==> src/rtl/core/hcmp_ram.sv <==
module hcmp_ram #(
	parameter int WIDTH = 8,
	parameter int DEPTH = 16
) (
	input  logic                                     clk,
	input  logic                                     we,
	input  logic [((DEPTH > 1) ? $clog2(DEPTH) : 1)-1:0] waddr,
	input  logic [WIDTH-1:0]                         wdata,
	input  logic                                     re,
	input  logic [((DEPTH > 1) ? $clog2(DEPTH) : 1)-1:0] raddr,
	output logic [WIDTH-1:0]                         rdata
);

	logic [WIDTH-1:0] mem [DEPTH];

	// Write port
	always_ff @(posedge clk) begin
		if (we) begin
			mem[waddr] <= wdata;
		end
	end

	// Registered read port
	always_ff @(posedge clk) begin
		if (re) begin
			rdata <= mem[raddr];
		end
	end

endmodule

==> config.mk <==
export PLATFORM = sky130hd
export DESIGN_NAME = hcmp_ram
export DESIGN_NICKNAME = d
export VERILOG_FILES = /design/src/rtl/core/hcmp_ram.sv
export SDC_FILE = /design/constraint.sdc
export NUM_CORES = 1
export LEC_CHECK = 0
export BUFFER_PORTS_ARGS = -buffer_cell sky130_fd_sc_hd__buf_2
export CORE_MARGIN = 10
export CORE_UTILIZATION = 55
export DETAILED_ROUTE_END_ITERATION = 12
export HOLD_SLACK_MARGIN = 0.02
export PLACE_DENSITY = 0.76
export SYNTH_ARGS = -nofsm -noshare
export SYNTH_HDL_FRONTEND = slang
export SYNTH_SLANG_ARGS = --single-unit
export TNS_END_PERCENT = 20
==> constraint.sdc <==
create_clock -name clk -period 4 [get_ports clk]
set_clock_uncertainty 0.05 [all_clocks]
set_input_delay 0.6 -clock clk [delete_from_list [all_inputs] [get_ports clk]]
set_output_delay 0.6 -clock clk [all_outputs]
set_load 0.05 [all_outputs]
==> metrics <==
NetSw 700.5 uW; share of power burned in registers 49.7%; initial core utilization 56.57%; final setup fails 0; Worst Max-Slew Pin Slew 953.5 ps; Tmin final 2188 ps; Max Root-Sink Buffers 2; maximum VDD drop 0.2687 mV; status complete, no violations; most common cell after layout, fill and taps aside edfxtp_1; Core Box Area 9240 sq um; Vias 2450; mean post-synth cell area 22.83 sq um; Leak 1.994 nW; Comb pwr share 5.0%; Tot GR Track Use 15.28%; routability cong. 0.7171; DR DRC count 0; type of the tightest min-delay check in2reg; area of the die 13800 sq um; std cell rows 35; TritonCTS clock tree built; Clock Latency Late Sink 520 ps; Hold Fails Final Rpt 0; CTS Buf Count 17; Synth Net Count 248; IO Pins 27; CTS Root Cell clkbuf_8; Place WS 1254 ps; GRT met2 Usage 23.74%; Fillers 585; post-route ant nets 0; crit end category flip-flop; Clk pwr share 45.3%; post-CTS sizing 0; Final Worst Setup Slack 1812 ps; max-cap violations 0; sequential area share after synthesis 78.12%; Worst setup SP type primary input; cells after synthesis 229; H-tree lvl count 4; P&R area growth vs syn 15.58%; drt total wl 9.897 mm; first-pass GRT wire length 15.79 mm; Global Route met3 Usage 4.412%; Total Power 3.249 mW; die width 117.5 um; Yosys cell types 18; Worst Path Required 4200 ps; synth warn 0; PortBufs 26; cell internal pwr 2.549 mW; Die H 117.5 um; Starting DRT DRC Count 244; Max-slew headroom 36.20%; total negative slack 0 ps; CP arrival 2390 ps; layout cell share with drive strength beyond 1 28.72%; GR peak layer met2; CTS sink count 136; Total Nets Final 288; hpwl dp 5.965 mm; initial antenna violation count 0; clk slew on worst S/H paths 60 ps; GRT overflow 0; CP Class in2reg; PwrDens 537.8 nW/um^2; vias in the first global route 2641; DRT Pass-1 Iters 4; antenna cell count 0; Pins Over Slew Limit 0; Vias/cell 5.961; FF+latch count, synth 136; switching share of power 21.56%; Fmax 457.0 MHz; Critical Path Fanout Max 27; WL/cell 24.08 um; Post-CTS Setup Bufs 0; number of hold buffers added after cts 0; M1 GR Usage 19.44%; RSZ-0062 raised after global routing false; part of the cycle the worst path needs 54.70%; most frequent cells in the layout edfxtp_1 (136), buf_2 (26), mux4_2 (18), a22oi_1 (16), clkbuf_16 (16); largest net degree at the start of global routing 33; Synth Cell Area 5228 sq um
[registers in the layout (all words and copies together), names as in the netlist]
signal,flops
mem,128
rdata,8
[logic make-up after synthesis]
| logic type | Yosys count | synth area share [%] |
|---|---|---|
| buf+inv | 10 | 1.651 |
| simple gates | 35 | 3.136 |
| compound gates | 16 | 2.298 |
| mux | 32 | 14.79 |
| flops | 136 | 78.12 |
[stage by stage]
step	cells	instance area [sq um]	util (%)	hold slack (ps)
floorplan	229	5228	-	648.9
global placement	379	5475	59.26	681.2
detailed placement	379	5475	59.26	693.0
CTS	411	6042	65.39	388.7
global route	411	6042	65.39	397.3
finish	411	6042	65.39	407.5
[area by class of cell]
| cell class | instances | area, sq um | area share (%) |
|---|---|---|---|
| well taps | 129 | 161.4 | 2.671 |
| multi-input cells | 83 | 1062 | 17.58 |
| clock buffers | 17 | 414.1 | 6.854 |
| clock inverters | 15 | 152.6 | 2.526 |
| repair buffers | 31 | 167.7 | 2.775 |
| flip-flops and latches | 136 | 4084 | 67.59 |
[layer usage]
layer	vias up	wire, um
li1	1064	-
met1	1273	3865
met2	101	5112
met3	12	770
met4	0	148
met5	-	0
[worst max-delay path, cell delays in order]
cell and delay, ps:
buf_2 650, buf_4 270, mux4_1 550, a22oi_1 230, nand2_1 80
[cell usage after synthesis]
cell             count  area [sq um]
edfxtp_1           136          4084
mux4_2              18         405.4
a22oi_1             16         120.1
mux4_1              14         367.9
nor2_1              13         48.80
nand2_1              9         33.78
nor3_1               4         20.02
buf_2                3         15.01
buf_6                3         33.78
clkdlybuf4s25_2      3         30.03
nand2b_1             2         12.51
nand3b_1             2         15.01
and2_1               1         6.260
and2b_1              1         7.510
buf_4                1         7.510
nand3_1              1         5.000
nor2b_1              1         6.260
or3b_2               1         8.760
[power by group through the flow]
stage	clock network, mW	logic (mW)	registers (mW)
after floorplan	0	0.0810	1.67
after global placement	0	0.159	1.64
after detailed placement	0	0.163	1.64
after CTS	1.48	0.164	1.61
after global routing	1.54	0.176	1.62
final	1.47	0.162	1.61
[path summary, 6_finish.rpt]
path,start,end,slack [ps],cells past startpoint
worst max register to register,mem[3][6]$_DFFE_PP_,rdata[6]$_DFFE_PP_,2410,3
worst min-delay path,re,rdata[0]$_DFFE_PP_,410,1
worst max-delay path,raddr[0],rdata[3]$_DFFE_PP_,1810,5
worst min register to register,mem[14][7]$_DFFE_PP_,rdata[7]$_DFFE_PP_,700,3
No activity file was read; power rests on OpenSTA's default activity.
